--- src/design/ecal_pkg.sv ---
package ecal_pkg;

    // Defaults and fixed widths
    localparam int unsigned TIME_WIDTH_DEF = 40;
    localparam int unsigned QUEUE_DEPTH    = 2;
    localparam int unsigned DIV_DIG_W      = 8;    // quotient bits per divider digit
    localparam int unsigned SOD_W          = 17;   // seconds of day, below 86400
    localparam int unsigned ERA_W          = 18;   // day of era, below 146097
    localparam int unsigned SREM_W         = 12;   // seconds within the hour
    localparam int unsigned YOE_W          = 9;    // year of era, 0..399
    localparam int unsigned MP_NUM_W       = 11;   // 5 * doy + 2
    localparam int unsigned CIVIL_SHIFT_W  = 21;

    // Calendar constants
    localparam int unsigned DAY_SECS       = 86400;
    localparam int unsigned DAY_SECS_M1    = 86399;
    localparam int unsigned HOUR_SECS      = 3600;
    localparam int unsigned MIN_SECS       = 60;
    localparam int unsigned ERA_DAYS       = 146097;
    localparam int unsigned ERA_DAYS_M1    = 146096;
    localparam int unsigned CIVIL_SHIFT    = 719468;
    localparam int unsigned CYC4_DAYS      = 1460;
    localparam int unsigned CYC100_DAYS    = 36524;
    localparam int unsigned YEAR_DAYS      = 365;
    localparam int unsigned ERA_YEARS      = 400;
    localparam int unsigned CENT_YEARS     = 100;
    localparam int unsigned MONTH5_DAYS    = 153;
    localparam int unsigned WEEK_DAYS      = 7;
    localparam int unsigned WDAY_SHIFT     = 3;    // weekday of day-of-era zero, offset
    localparam int unsigned YEARS_1900     = 1900;
    localparam int unsigned MP_JANUARY     = 10;   // March-based month index of January
    localparam int unsigned MP_TO_MON      = 2;
    localparam int unsigned MON_MARCH      = 2;

    // Reciprocal multipliers: floor(n / d) = (n * M) >> S, exact for n < 2^N
    // when S = N + clog2(d) and M = ceil(2^S / d)
    localparam int unsigned RCP_M_W  = 21;

    localparam int unsigned RCP_S_CYC4   = ERA_W + $clog2(CYC4_DAYS);
    localparam logic [RCP_M_W-1:0] RCP_M_CYC4 =
        RCP_M_W'(((64'd1 << RCP_S_CYC4) + 64'(CYC4_DAYS) - 64'd1) / 64'(CYC4_DAYS));

    localparam int unsigned RCP_S_CYC100 = ERA_W + $clog2(CYC100_DAYS);
    localparam logic [RCP_M_W-1:0] RCP_M_CYC100 =
        RCP_M_W'(((64'd1 << RCP_S_CYC100) + 64'(CYC100_DAYS) - 64'd1) / 64'(CYC100_DAYS));

    localparam int unsigned RCP_S_WEEK   = ERA_W + $clog2(WEEK_DAYS);
    localparam logic [RCP_M_W-1:0] RCP_M_WEEK =
        RCP_M_W'(((64'd1 << RCP_S_WEEK) + 64'(WEEK_DAYS) - 64'd1) / 64'(WEEK_DAYS));

    localparam int unsigned RCP_S_HOUR   = SOD_W + $clog2(HOUR_SECS);
    localparam logic [RCP_M_W-1:0] RCP_M_HOUR =
        RCP_M_W'(((64'd1 << RCP_S_HOUR) + 64'(HOUR_SECS) - 64'd1) / 64'(HOUR_SECS));

    localparam int unsigned RCP_S_YEAR   = ERA_W + $clog2(YEAR_DAYS);
    localparam logic [RCP_M_W-1:0] RCP_M_YEAR =
        RCP_M_W'(((64'd1 << RCP_S_YEAR) + 64'(YEAR_DAYS) - 64'd1) / 64'(YEAR_DAYS));

    localparam int unsigned RCP_S_MIN    = SREM_W + $clog2(MIN_SECS);
    localparam logic [RCP_M_W-1:0] RCP_M_MIN =
        RCP_M_W'(((64'd1 << RCP_S_MIN) + 64'(MIN_SECS) - 64'd1) / 64'(MIN_SECS));

    localparam int unsigned RCP_S_CENT   = YOE_W + $clog2(CENT_YEARS);
    localparam logic [RCP_M_W-1:0] RCP_M_CENT =
        RCP_M_W'(((64'd1 << RCP_S_CENT) + 64'(CENT_YEARS) - 64'd1) / 64'(CENT_YEARS));

    localparam int unsigned RCP_S_MONTH5 = MP_NUM_W + $clog2(MONTH5_DAYS);
    localparam logic [RCP_M_W-1:0] RCP_M_MONTH5 =
        RCP_M_W'(((64'd1 << RCP_S_MONTH5) + 64'(MONTH5_DAYS) - 64'd1) / 64'(MONTH5_DAYS));

    // Time of day fields, grouped once they are final
    typedef struct packed {
        logic [4:0] hour;
        logic [5:0] minute;
        logic [5:0] second;
        logic [2:0] weekday;
    } clock_t;

    // Multiply by reciprocal and shift
    function automatic logic [19:0] rcp_div(
        input logic [19:0]        num,
        input logic [RCP_M_W-1:0] mul,
        input int unsigned        shift
    );
        logic [40:0] prod;
        prod = 41'(num) * 41'(mul);
        return 20'(prod >> shift);
    endfunction

    // First day of a March-based month within the March-based year
    function automatic logic [8:0] month_start(input logic [3:0] mp);
        logic [8:0] res;
        unique case (mp)
            4'd0:    res = 9'd0;
            4'd1:    res = 9'd31;
            4'd2:    res = 9'd61;
            4'd3:    res = 9'd92;
            4'd4:    res = 9'd122;
            4'd5:    res = 9'd153;
            4'd6:    res = 9'd184;
            4'd7:    res = 9'd214;
            4'd8:    res = 9'd245;
            4'd9:    res = 9'd275;
            4'd10:   res = 9'd306;
            4'd11:   res = 9'd337;
            default: res = 9'd0;
        endcase
        return res;
    endfunction

    // Days before a January-based month in a common year
    function automatic logic [8:0] month_cum(input logic [3:0] mon);
        logic [8:0] res;
        unique case (mon)
            4'd0:    res = 9'd0;
            4'd1:    res = 9'd31;
            4'd2:    res = 9'd59;
            4'd3:    res = 9'd90;
            4'd4:    res = 9'd120;
            4'd5:    res = 9'd151;
            4'd6:    res = 9'd181;
            4'd7:    res = 9'd212;
            4'd8:    res = 9'd243;
            4'd9:    res = 9'd273;
            4'd10:   res = 9'd304;
            4'd11:   res = 9'd334;
            default: res = 9'd0;
        endcase
        return res;
    endfunction

    // Leap rule on the year taken modulo 400 (0..400)
    function automatic logic leap400(input logic [8:0] yy);
        return (yy[1:0] == 2'b00) && (yy != 9'd100) && (yy != 9'd200) && (yy != 9'd300);
    endfunction

endpackage

--- src/design/ecal_cdiv.sv ---
module ecal_cdiv #(
    parameter int unsigned      NUM_W  = ecal_pkg::TIME_WIDTH_DEF - 1,
    parameter int unsigned      DEN_W  = ecal_pkg::SOD_W,
    parameter logic [DEN_W-1:0] DEN    = DEN_W'(ecal_pkg::DAY_SECS),
    parameter int unsigned      SIDE_W = 1
) (
    input  logic              clk,
    input  logic              rst_n,
    input  logic              en,
    input  logic              in_valid,
    input  logic [NUM_W-1:0]  in_num,
    input  logic [SIDE_W-1:0] in_side,
    output logic              out_valid,
    output logic [NUM_W-1:0]  out_quo,
    output logic [DEN_W-1:0]  out_rem,
    output logic [SIDE_W-1:0] out_side
);

    // Long division a digit at a time, two stages per digit: reciprocal quotient, then remainder
    localparam int unsigned     DIG_W = ecal_pkg::DIV_DIG_W;
    localparam int unsigned     NDIG  = (NUM_W + DIG_W - 1) / DIG_W;
    localparam int unsigned     PAD_W = NDIG * DIG_W;
    localparam int unsigned     X_W   = DEN_W + DIG_W;
    localparam int unsigned     SH    = X_W + DEN_W;
    localparam longint unsigned M_VAL = ((64'd1 << SH) + 64'(DEN) - 64'd1) / 64'(DEN);
    localparam int unsigned     M_W   = $clog2(M_VAL + 64'd1);
    localparam logic [M_W-1:0]  RCP_M = M_W'(M_VAL);
    localparam int unsigned     P_W   = X_W + M_W;

    // Digit taps; index 0 is the input, index s+1 the output of digit s
    logic              vld  [NDIG+1];
    logic [PAD_W-1:0]  word [NDIG+1];
    logic [DEN_W-1:0]  rmd  [NDIG+1];
    logic [SIDE_W-1:0] side [NDIG+1];

    assign vld[0]  = in_valid;
    assign word[0] = PAD_W'(in_num);
    assign rmd[0]  = '0;
    assign side[0] = in_side;

    // The word shifts numerator digits out at the top and quotient digits in at the bottom
    for (genvar s = 0; s < NDIG; s++)
    begin : g_digit
        logic [X_W-1:0]    part;
        logic [P_W-1:0]    prod;
        logic [DIG_W-1:0]  q_next;
        logic [DEN_W-1:0]  rmd_next;
        logic [PAD_W-1:0]  word_next;
        logic              vld_a_reg;
        logic              vld_b_reg;
        logic [X_W-1:0]    part_reg;
        logic [DIG_W-1:0]  q_reg;
        logic [PAD_W-1:0]  word_a_reg;
        logic [PAD_W-1:0]  word_b_reg;
        logic [DEN_W-1:0]  rmd_reg;
        logic [SIDE_W-1:0] side_a_reg;
        logic [SIDE_W-1:0] side_b_reg;

        // Partial dividend below DEN * 2^DIG_W, so the quotient digit is exact
        always_comb
        begin
            part   = {rmd[s], word[s][PAD_W-1 -: DIG_W]};
            prod   = P_W'(part) * P_W'(RCP_M);
            q_next = DIG_W'(prod >> SH);
        end

        // Remainder of the digit, quotient digit shifted in
        always_comb
        begin
            rmd_next  = DEN_W'(part_reg - X_W'(q_reg) * X_W'(DEN));
            word_next = {word_a_reg[PAD_W-DIG_W-1:0], q_reg};
        end

        always_ff @(posedge clk or negedge rst_n)
        begin
            if (!rst_n)
            begin
                vld_a_reg <= 1'b0;
                vld_b_reg <= 1'b0;
            end
            else if (en)
            begin
                vld_a_reg <= vld[s];
                vld_b_reg <= vld_a_reg;
            end
        end

        always_ff @(posedge clk)
        begin
            if (en)
            begin
                part_reg   <= part;
                q_reg      <= q_next;
                word_a_reg <= word[s];
                side_a_reg <= side[s];
                word_b_reg <= word_next;
                rmd_reg    <= rmd_next;
                side_b_reg <= side_a_reg;
            end
        end

        assign vld[s+1]  = vld_b_reg;
        assign word[s+1] = word_b_reg;
        assign rmd[s+1]  = rmd_reg;
        assign side[s+1] = side_b_reg;
    end

    assign out_valid = vld[NDIG];
    assign out_quo   = word[NDIG][NUM_W-1:0];
    assign out_rem   = rmd[NDIG];
    assign out_side  = side[NDIG];

endmodule

--- src/design/ecal_back.sv ---
module ecal_back #(
    parameter int unsigned TIME_WIDTH = ecal_pkg::TIME_WIDTH_DEF
) (
    input  logic                       clk,
    input  logic                       rst_n,
    input  logic                       in_valid,
    output logic                       in_ready,
    input  logic [TIME_WIDTH-17:0]     in_days,
    input  logic [ecal_pkg::SOD_W-1:0] in_sod,
    output logic                       out_valid,
    input  logic                       out_ready,
    output logic [15:0]                years_since_1900,
    output logic [3:0]                 month_index,
    output logic [4:0]                 day_of_month,
    output logic [4:0]                 hour_of_day,
    output logic [5:0]                 minute_of_hour,
    output logic [5:0]                 second_of_minute,
    output logic [2:0]                 weekday,
    output logic [8:0]                 day_of_year
);

    localparam int unsigned DAY_W  = TIME_WIDTH - 16;
    localparam int unsigned EXT_W  =
        ((DAY_W > ecal_pkg::CIVIL_SHIFT_W) ? DAY_W : ecal_pkg::CIVIL_SHIFT_W) + 1;
    localparam int unsigned NUM_W  = EXT_W - 1;
    localparam int unsigned SOD_W  = ecal_pkg::SOD_W;
    localparam int unsigned ERA_W  = ecal_pkg::ERA_W;
    localparam int unsigned STAGES = 9;

    logic                en;
    logic [STAGES-1:0]   vld_reg;
    logic [EXT_W-1:0]    shifted;
    logic                neg;
    logic [NUM_W-1:0]    mag;
    logic                div_valid;
    logic [NUM_W-1:0]    div_quo;
    logic [ERA_W-1:0]    div_rem;
    logic [SOD_W:0]      div_side;

    // Day of era, era (low bits), seconds of day
    logic [15:0]         p1_era_reg;
    logic [ERA_W-1:0]    p1_doe_reg;
    logic [SOD_W-1:0]    p1_sod_reg;
    // Reciprocal quotients
    logic [6:0]          p2_q1_reg;
    logic [2:0]          p2_q2_reg;
    logic                p2_q3_reg;
    logic [14:0]         p2_w7_reg;
    logic [4:0]          p2_hr_reg;
    logic [15:0]         p2_e400_reg;
    logic [ERA_W-1:0]    p2_doe_reg;
    logic [SOD_W-1:0]    p2_sod_reg;
    // Leap-corrected day count, weekday, seconds within hour
    logic [ERA_W-1:0]    p3_t_reg;
    logic [2:0]          p3_wday_reg;
    logic [11:0]         p3_srem_reg;
    logic [4:0]          p3_hr_reg;
    logic [15:0]         p3_e400_reg;
    logic [ERA_W-1:0]    p3_doe_reg;
    // Year of era, minute
    logic [8:0]          p4_yoe_reg;
    logic [5:0]          p4_mn_reg;
    logic [11:0]         p4_srem_reg;
    logic [4:0]          p4_hr_reg;
    logic [2:0]          p4_wday_reg;
    logic [15:0]         p4_e400_reg;
    logic [ERA_W-1:0]    p4_doe_reg;
    // Centuries, finished clock fields
    logic [1:0]          p5_c100_reg;
    ecal_pkg::clock_t    p5_clock_reg;
    logic [8:0]          p5_yoe_reg;
    logic [15:0]         p5_e400_reg;
    logic [ERA_W-1:0]    p5_doe_reg;
    // Day of March-based year
    logic [8:0]          p6_doy_reg;
    logic [8:0]          p6_yoe_reg;
    logic [15:0]         p6_e400_reg;
    ecal_pkg::clock_t    p6_clock_reg;
    // March-based month
    logic [3:0]          p7_mp_reg;
    logic [8:0]          p7_doy_reg;
    logic [8:0]          p7_yoe_reg;
    logic [15:0]         p7_e400_reg;
    ecal_pkg::clock_t    p7_clock_reg;
    logic                p7_jan_feb;
    logic [8:0]          p7_yy;
    // Civil date
    logic [4:0]          p8_day_reg;
    logic [3:0]          p8_mon_reg;
    logic                p8_leap_reg;
    logic [15:0]         p8_year_reg;
    ecal_pkg::clock_t    p8_clock_reg;
    // Output word
    logic [15:0]         out_year_reg;
    logic [3:0]          out_mon_reg;
    logic [4:0]          out_day_reg;
    logic [8:0]          out_yday_reg;
    ecal_pkg::clock_t    out_clock_reg;

    // Shift to a March 0000 origin and split sign for the era divider
    assign shifted = EXT_W'($signed(in_days)) + EXT_W'(ecal_pkg::CIVIL_SHIFT);
    assign neg     = shifted[EXT_W-1];
    assign mag     = neg ? ~shifted[NUM_W-1:0] : shifted[NUM_W-1:0];

    assign en       = !vld_reg[STAGES-1] || out_ready;
    assign in_ready = en;

    ecal_cdiv #(
        .NUM_W  (NUM_W),
        .DEN_W  (ERA_W),
        .DEN    (ERA_W'(ecal_pkg::ERA_DAYS)),
        .SIDE_W (SOD_W + 1)
    ) u_era_div (
        .clk       (clk),
        .rst_n     (rst_n),
        .en        (en),
        .in_valid  (in_valid),
        .in_num    (mag),
        .in_side   ({neg, in_sod}),
        .out_valid (div_valid),
        .out_quo   (div_quo),
        .out_rem   (div_rem),
        .out_side  (div_side)
    );

    // Valid flags of the civil stages
    always_ff @(posedge clk or negedge rst_n)
    begin
        if (!rst_n)
        begin
            vld_reg <= '0;
        end
        else if (en)
        begin
            vld_reg <= {vld_reg[STAGES-2:0], div_valid};
        end
    end

    // Month and leap terms of the date stage
    assign p7_jan_feb = (p7_mp_reg >= 4'(ecal_pkg::MP_JANUARY));
    assign p7_yy      = p7_yoe_reg + 9'(p7_jan_feb);

    always_ff @(posedge clk)
    begin
        if (en)
        begin
            // floor fold of era, day of era
            p1_era_reg <= div_side[SOD_W] ? ~div_quo[15:0] : div_quo[15:0];
            p1_doe_reg <= div_side[SOD_W] ? ERA_W'(ecal_pkg::ERA_DAYS_M1) - div_rem : div_rem;
            p1_sod_reg <= div_side[SOD_W-1:0];

            // quotients by constants
            p2_q1_reg   <= 7'(ecal_pkg::rcp_div(20'(p1_doe_reg),
                              ecal_pkg::RCP_M_CYC4, ecal_pkg::RCP_S_CYC4));
            p2_q2_reg   <= 3'(ecal_pkg::rcp_div(20'(p1_doe_reg),
                              ecal_pkg::RCP_M_CYC100, ecal_pkg::RCP_S_CYC100));
            p2_q3_reg   <= (p1_doe_reg == ERA_W'(ecal_pkg::ERA_DAYS_M1));
            p2_w7_reg   <= 15'(ecal_pkg::rcp_div(20'(p1_doe_reg) + 20'(ecal_pkg::WDAY_SHIFT),
                              ecal_pkg::RCP_M_WEEK, ecal_pkg::RCP_S_WEEK));
            p2_hr_reg   <= 5'(ecal_pkg::rcp_div(20'(p1_sod_reg),
                              ecal_pkg::RCP_M_HOUR, ecal_pkg::RCP_S_HOUR));
            p2_e400_reg <= p1_era_reg * 16'(ecal_pkg::ERA_YEARS);
            p2_doe_reg  <= p1_doe_reg;
            p2_sod_reg  <= p1_sod_reg;

            // remainders and leap-day correction
            p3_t_reg    <= p2_doe_reg - ERA_W'(p2_q1_reg) + ERA_W'(p2_q2_reg)
                           - ERA_W'(p2_q3_reg);
            p3_wday_reg <= 3'(20'(p2_doe_reg) + 20'(ecal_pkg::WDAY_SHIFT)
                           - 20'(p2_w7_reg) * 20'(ecal_pkg::WEEK_DAYS));
            p3_srem_reg <= 12'(p2_sod_reg - SOD_W'(p2_hr_reg) * SOD_W'(ecal_pkg::HOUR_SECS));
            p3_hr_reg   <= p2_hr_reg;
            p3_e400_reg <= p2_e400_reg;
            p3_doe_reg  <= p2_doe_reg;

            // year of era, minute
            p4_yoe_reg  <= 9'(ecal_pkg::rcp_div(20'(p3_t_reg),
                              ecal_pkg::RCP_M_YEAR, ecal_pkg::RCP_S_YEAR));
            p4_mn_reg   <= 6'(ecal_pkg::rcp_div(20'(p3_srem_reg),
                              ecal_pkg::RCP_M_MIN, ecal_pkg::RCP_S_MIN));
            p4_srem_reg <= p3_srem_reg;
            p4_hr_reg   <= p3_hr_reg;
            p4_wday_reg <= p3_wday_reg;
            p4_e400_reg <= p3_e400_reg;
            p4_doe_reg  <= p3_doe_reg;

            // centuries, second
            p5_c100_reg          <= 2'(ecal_pkg::rcp_div(20'(p4_yoe_reg),
                                       ecal_pkg::RCP_M_CENT, ecal_pkg::RCP_S_CENT));
            p5_clock_reg.hour    <= p4_hr_reg;
            p5_clock_reg.minute  <= p4_mn_reg;
            p5_clock_reg.second  <= 6'(p4_srem_reg
                                       - 12'(p4_mn_reg) * 12'(ecal_pkg::MIN_SECS));
            p5_clock_reg.weekday <= p4_wday_reg;
            p5_yoe_reg           <= p4_yoe_reg;
            p5_e400_reg          <= p4_e400_reg;
            p5_doe_reg           <= p4_doe_reg;

            // day of March-based year
            p6_doy_reg   <= 9'(p5_doe_reg - (ERA_W'(p5_yoe_reg) * ERA_W'(ecal_pkg::YEAR_DAYS)
                            + ERA_W'(p5_yoe_reg[8:2]) - ERA_W'(p5_c100_reg)));
            p6_yoe_reg   <= p5_yoe_reg;
            p6_e400_reg  <= p5_e400_reg;
            p6_clock_reg <= p5_clock_reg;

            // March-based month
            p7_mp_reg    <= 4'(ecal_pkg::rcp_div(20'(p6_doy_reg) * 20'd5 + 20'd2,
                              ecal_pkg::RCP_M_MONTH5, ecal_pkg::RCP_S_MONTH5));
            p7_doy_reg   <= p6_doy_reg;
            p7_yoe_reg   <= p6_yoe_reg;
            p7_e400_reg  <= p6_e400_reg;
            p7_clock_reg <= p6_clock_reg;

            // civil date; Jan and Feb belong to the next year
            p8_day_reg   <= 5'(p7_doy_reg - ecal_pkg::month_start(p7_mp_reg) + 9'd1);
            p8_mon_reg   <= p7_jan_feb ? p7_mp_reg - 4'(ecal_pkg::MP_JANUARY)
                                       : p7_mp_reg + 4'(ecal_pkg::MP_TO_MON);
            p8_leap_reg  <= ecal_pkg::leap400(p7_yy);
            p8_year_reg  <= p7_e400_reg + 16'(p7_yy) - 16'(ecal_pkg::YEARS_1900);
            p8_clock_reg <= p7_clock_reg;

            // output word with day of year
            out_year_reg  <= p8_year_reg;
            out_mon_reg   <= p8_mon_reg;
            out_day_reg   <= p8_day_reg;
            out_yday_reg  <= ecal_pkg::month_cum(p8_mon_reg)
                             + 9'(p8_leap_reg && (p8_mon_reg >= 4'(ecal_pkg::MON_MARCH)))
                             + 9'(p8_day_reg) - 9'd1;
            out_clock_reg <= p8_clock_reg;
        end
    end

    assign out_valid        = vld_reg[STAGES-1];
    assign years_since_1900 = out_year_reg;
    assign month_index      = out_mon_reg;
    assign day_of_month     = out_day_reg;
    assign hour_of_day      = out_clock_reg.hour;
    assign minute_of_hour   = out_clock_reg.minute;
    assign second_of_minute = out_clock_reg.second;
    assign weekday          = out_clock_reg.weekday;
    assign day_of_year      = out_yday_reg;

endmodule

--- config.mk ---
export PLATFORM = sky130hd
export DESIGN_NAME = ecal_back
export DESIGN_NICKNAME = d
export VERILOG_FILES = /design/src/design/ecal_pkg.sv /design/src/design/ecal_cdiv.sv /design/src/design/ecal_back.sv
export SDC_FILE = /design/constraint.sdc
export NUM_CORES = 2
export LEC_CHECK = 0
export ABC_AREA = 1
export BUFFER_PORTS_ARGS = -buffer_cell sky130_fd_sc_hd__buf_2
export CAP_MARGIN = 20
export CORE_ASPECT_RATIO = 1.1
export CORE_UTILIZATION = 45
export DETAILED_ROUTE_END_ITERATION = 12
export PLACE_DENSITY = 0.58
export RECOVER_POWER = 25
export SLEW_MARGIN = 10
export SYNTH_ARGS = -nofsm -noshare
export SYNTH_HDL_FRONTEND = slang
export SYNTH_SLANG_ARGS = --single-unit
export TNS_END_PERCENT = 50
--- constraint.sdc ---
create_clock -name clk -period 25.5 [get_ports clk]
set_input_delay 1.275 -clock clk [delete_from_list [all_inputs] [get_ports clk]]
set_output_delay 1.275 -clock clk [all_outputs]
set_load 0.005 [all_outputs]
* Word level (Yosys, flattened, before mapping)
Memories as Yosys holds them, arrays and structs flattened. A register that Yosys moved wholly into a read port is not among the register bits.
Index checks and enable logic that the tools add are counted.
** Cells by class
- $add $sub $neg :: 27
- Multipliers :: 19
- Order comparisons :: 2
- Eq/ne operators :: 4
- Multiplexer cells :: 8
- Bitwise gates (word level) :: 2
- Reductions and logical operators :: 7
** Operators by type and width (count)
- $mul A26 B24 Y49 const B :: 2
- $mul A18 B16 Y33 const B :: 2
- $mul A8 B18 Y18 const B :: 3
- $mul A18 B19 Y37 const B :: 1
- $sub A18 B18 Y18 :: 2
- $mul A19 B18 Y35 const B :: 1
- $mul A17 B18 Y34 const B :: 1
- $add A24 B21 Y25 const B :: 1
- $mux W24 :: 1
- $not A24 Y24 :: 1
- $mul A12 B12 Y23 const B :: 1
- $mul A13 B12 Y23 const B :: 1
- $add A18 B2 Y19 const B :: 1
- $add A18 B3 Y18 :: 1
- $add A9 B1 Y9 :: 2
- $eq A18 B18 Y1 const B :: 1
- $mux W18 :: 1
- $sub A18 B1 Y18 :: 1
- $sub A18 B18 Y18 const A :: 1
- $sub A18 B7 Y18 :: 1
- $sub A8 B18 Y18 :: 1
- $add A16 B9 Y16 :: 1
- $mul A16 B5 Y12 const B :: 1
- $mux W16 :: 1
- other kinds (34) :: 39
** Storage, ports and cells
- Flip-flop bits (word level) :: 834
- Bits in read-only memories :: 288
- Input port bits :: 45
- Output and inout port bits :: 56
- Logic and storage cells :: 162
- Memories kept :: 2
** Memory list
- (no name shown) :: words 16, width 9, read ports 1, clocked after memory_dff 1, write ports 0, RTL line ecal_pkg.sv:93 : unique case (mp)
- (no name shown) :: words 16, width 9, read ports 1, clocked after memory_dff 1, write ports 0, RTL line ecal_pkg.sv:114 : unique case (mon)

* Longest topological paths before layout
- Depth after elaboration :: 6
- Gate-level depth with buffers :: 37

* By module
A second synthesis with hierarchy kept.
** Unflattened totals
- Cell total of the unflattened synthesis :: 8681
- Area, all modules :: 88029.4 µm²
** By module, submodules not included
- ecal_back :: times used 1, cells an instance 4836, area an instance 50820.0 µm²
- ecal_cdiv :: times used 1, cells an instance 3845, area an instance 37209.4 µm²

* Worst setup path before layout
Ideal clock, no wire load.
- Path type :: in2reg
- Start point :: input port out_ready
- End point :: register out_day_reg[0] (netlist: day_of_month[0]) (enable)
- Library setup time :: 1.411 ns
- Arrival :: 22.031 ns
- Setup slack :: 2.058 ns
- Stages :: 4
- Buffers on the path :: 2
- Cells stage by stage :: nor2_2 -> inv_2 -> buf_2 -> buf_1
** Between the ends
- Word-level cells in the longest chain between the ends :: 1
** RTL lines
- from (decl) :: RTL line ecal_back.sv:11 : input logic out_ready,
- $logic_or A1 B1 Y1 :: RTL line ecal_back.sv:105 : assign en = !vld_reg[STAGES-1] || out_ready;
- via in_ready :: RTL line ecal_back.sv:7 : output logic in_ready,
- to (signal assigned) :: RTL line ecal_back.sv:225 : out_day_reg <= p8_day_reg;
- to (decl) :: RTL line ecal_back.sv:96 : logic [4:0] out_day_reg;
The timed path passes the listed nets, and every way through them passes these cells.
A chain may end at the register's enable or synchronous reset.

==> run metrics <==
relative area change from synthesis to final layout=7.93%; fin crit share=0.262; IO Count=101; YS warnings=0; critical path peak fanout=5; result of the run=complete, no violations; relative slew slack=0.273; Detailed Routing Iterations Pass 1=6; worst reg2reg path startpoint=p6_doy_reg[2]; Post-synth ARST share=0.0192; critical path start-end classification=reg2reg; Netlist cell types=60; Inserted Clock Buffers=88; area of the mapped netlist=86,500 µm²; endpoint required time on the critical path=26.12 ns; Hold Crit Endpoint=u_era_div.g_digit[2].side_a_reg[0]; first-pass GRT wire length=312,000 µm; clock latency at the later pin of the worst-skew pair=0.74 ns; total grt overflow=0; commonest register cell after synthesis=sky130_fd_sc_hd__edfxtp_1; Fillers=17,600; post-route insts no fill=11,200; count of cells resized by post-cts repair=0; Max Fclk=0.150 GHz; Post-route DRC=0; Via-to-Cell Ratio=4.89; average wire per standard cell=17.0 µm; library cell used as clock root buffer=sky130_fd_sc_hd__clkbuf_16; vertical die dimension=462 µm; number of DRC violations after detailed-routing iteration 0=2,293; number of antenna violations at the first check in global routing=3; number of pins exceeding their max-slew limit in the final report=0; largest stage delay on the critical path=0.56 ns; clk sinks=782; TritonCTS clock tree=done; placed cell count=11,000; maximum clock insertion buffer count=3; placeable core region=191,000 µm²; proportion of layout cells with a drive suffix above 1=0.0337; startpoint of the lowest-slack hold path=u_era_div.g_digit[1].side_b_reg[0]; Total GRT Usage=0.205; register bit count reported by yosys=782; sequential area share after synthesis=0.269; sum of routed wire length over all layers=190,000 µm; Detailed Place HPWL=163,000 µm; vias in the first global route=59,000; area of the die=194,000 µm²; slowest cell on the critical path=sky130_fd_sc_hd__fa_1; count of buffers from port buffering=100; setup slack at placement=18.85 ns; starting utilization of the core area=0.453; worst reg2reg path depth=30; startpoint types=register; Worst Skew=0.0480 ns; routability congestion estimate from global placement=0.926; flop2flop setup slack=18.82 ns; max FFs per register=54; width of the die=420 µm; clock-pin slew reported for the worst setup and hold paths after clock tree synthesis=0.06 ns; path type of the worst min-delay path=reg2reg; post-CTS setup repair buffer count=0; data arrival time of the critical path=7.30 ns; final worst path period need=6.68 ns; Worst Hold Depth=0; number of H-tree levels=3; sum of negative setup slack=0 ns; EDFF count, synth=753; endpoints failing setup=0; sort of element at the end of the critical path=register; maximum number of pins on one net before global-route repair=179; number of failing hold endpoints at the final stage=0; transition time at the pin with the least slew margin=1.09 ns; overall via count from detail_route=54,600; Cell Rows=168; number of nets in the finished design=11,200; Syn Area/Cell=10.4 µm²; setup repair after global routing missed its margin=false; post-route worst setup slack=18.82 ns; number of hold-repair buffers added at the cts stage=0; instance count of the mapped netlist=8,320; number of nets still failing antenna checks after routing=0; Max Cap Violations=0
## per-layer routing
layer	global-route usage	wire length [µm]	vias to the layer above
met5	0	0	-
met4	0.0563	4920	0
met3	0.0202	5130	238
met2	0.369	95800	743
met1	0.261	84200	26800
li1	-	-	26800
## cell usage in the layout (no fill, tap or decap), types with 11 or more instances in the layout
cell type / netlist / layout
sky130_fd_sc_hd__clkinv_1: 0 / 11
sky130_fd_sc_hd__clkbuf_16: 0 / 89
sky130_fd_sc_hd__a21o_1: 38 / 38
sky130_fd_sc_hd__nor4_1: 17 / 17
sky130_fd_sc_hd__buf_4: 0 / 27
sky130_fd_sc_hd__dfxtp_1: 14 / 14
sky130_fd_sc_hd__a21oi_1: 327 / 327
sky130_fd_sc_hd__o21ai_0: 177 / 177
sky130_fd_sc_hd__nand3_1: 185 / 185
sky130_fd_sc_hd__o21bai_1: 25 / 25
sky130_fd_sc_hd__o211ai_1: 11 / 11
sky130_fd_sc_hd__clkbuf_1: 4 / 23
sky130_fd_sc_hd__nor2_1: 314 / 314
sky130_fd_sc_hd__fa_1: 1080 / 1080
sky130_fd_sc_hd__nand4_1: 65 / 65
sky130_fd_sc_hd__nand2_1: 943 / 943
sky130_fd_sc_hd__xnor2_1: 101 / 101
sky130_fd_sc_hd__o21a_1: 17 / 17
sky130_fd_sc_hd__xor2_1: 193 / 193
sky130_fd_sc_hd__dfrtp_1: 15 / 15
sky130_fd_sc_hd__a31oi_1: 23 / 23
sky130_fd_sc_hd__ha_1: 1585 / 1585
sky130_fd_sc_hd__nor3_1: 72 / 72
sky130_fd_sc_hd__edfxtp_1: 753 / 753
sky130_fd_sc_hd__inv_1: 2252 / 2252
sky130_fd_sc_hd__buf_2: 1 / 99
## worst max-delay path, delay by kind of cell (launching register included)
family / cells / cell delay [ns]
fa+ha+maj: 9 / 3.60
flops: 1 / 0.46
xor+xnor: 2 / 0.60
compound gates: 4 / 0.76
simple gates: 9 / 0.75
buf+inv: 6 / 0.39
## per-stage QoR
stage | cell area, µm² | util | hold slack, ns
2_1_floorplan | 86500 | - | 0.400
4_1_cts | 93300 | 0.489 | 0.385
3_5_place_dp | 90300 | 0.474 | 0.405
3_3_place_gp | 90300 | 0.474 | 0.400
5_1_grt | 93300 | 0.489 | 0.412
6_report | 93300 | 0.489 | 0.406
## cell families after synthesis
logic type | count (synthesis) | share of synthesized area
fa+ha+maj | 2665 | 0.479
buf+inv | 2263 | 0.0986
simple gates | 1637 | 0.0790
flops | 782 | 0.269
compound gates | 678 | 0.0440
xor+xnor | 294 | 0.0298
other cells | 1 | 0.0000434
## Yosys cell counts (all sizes together) (8+ instances only)
cell / instances / area [µm²]
a211oi: 9 / 67.6
a21o: 39 / 294
a21oi: 328 / 1650
a31oi: 23 / 144
dfrtp: 15 / 375
dfxtp: 14 / 280
edfxtp: 753 / 22600
fa: 1080 / 21600
ha: 1585 / 19800
inv: 2253 / 8460
nand2: 947 / 3570
nand3: 188 / 956
nand4: 65 / 407
nor2: 320 / 1230
nor3: 74 / 380
nor4: 17 / 106
o2111ai: 8 / 70.1
o211ai: 11 / 82.6
o21a: 17 / 128
o21ai: 189 / 953
o21bai: 26 / 199
or2: 10 / 62.6
xnor2: 101 / 885
xor2: 193 / 1690
## area by class of cell
cell class / count / area (µm²) / area share
Multi-Input combinational cell: 5278 / 54700 / 0.586
Sequential cell: 782 / 23300 / 0.249
Inverter: 2253 / 8460 / 0.0907
Tap cell: 2550 / 3190 / 0.0342
Clock buffer: 112 / 2320 / 0.0249
Timing Repair Buffer: 128 / 722 / 0.00774
Clock inverter: 51 / 661 / 0.00708
Antenna cell: 2 / 5.00 / 0.0000536
## worst max path at each step
stage,startpoint,slack (ns),endpoint
finish,p6_doy_reg[2],18.82,register
global route,p6_doy_reg[2],18.32,register
CTS,p6_doy_reg[2],18.82,register
global placement,p6_doy_reg[2],18.92,register
detailed placement,u_era_div.g_digit[0].rmd_reg[16],18.85,u_era_div.g_digit[1].q_reg[2]
floorplan,out_ready,2.06,day_of_month[0]
Power is not shown: default switching activity piles up to over one toggle a cycle in this logic, so the estimate is an artifact.
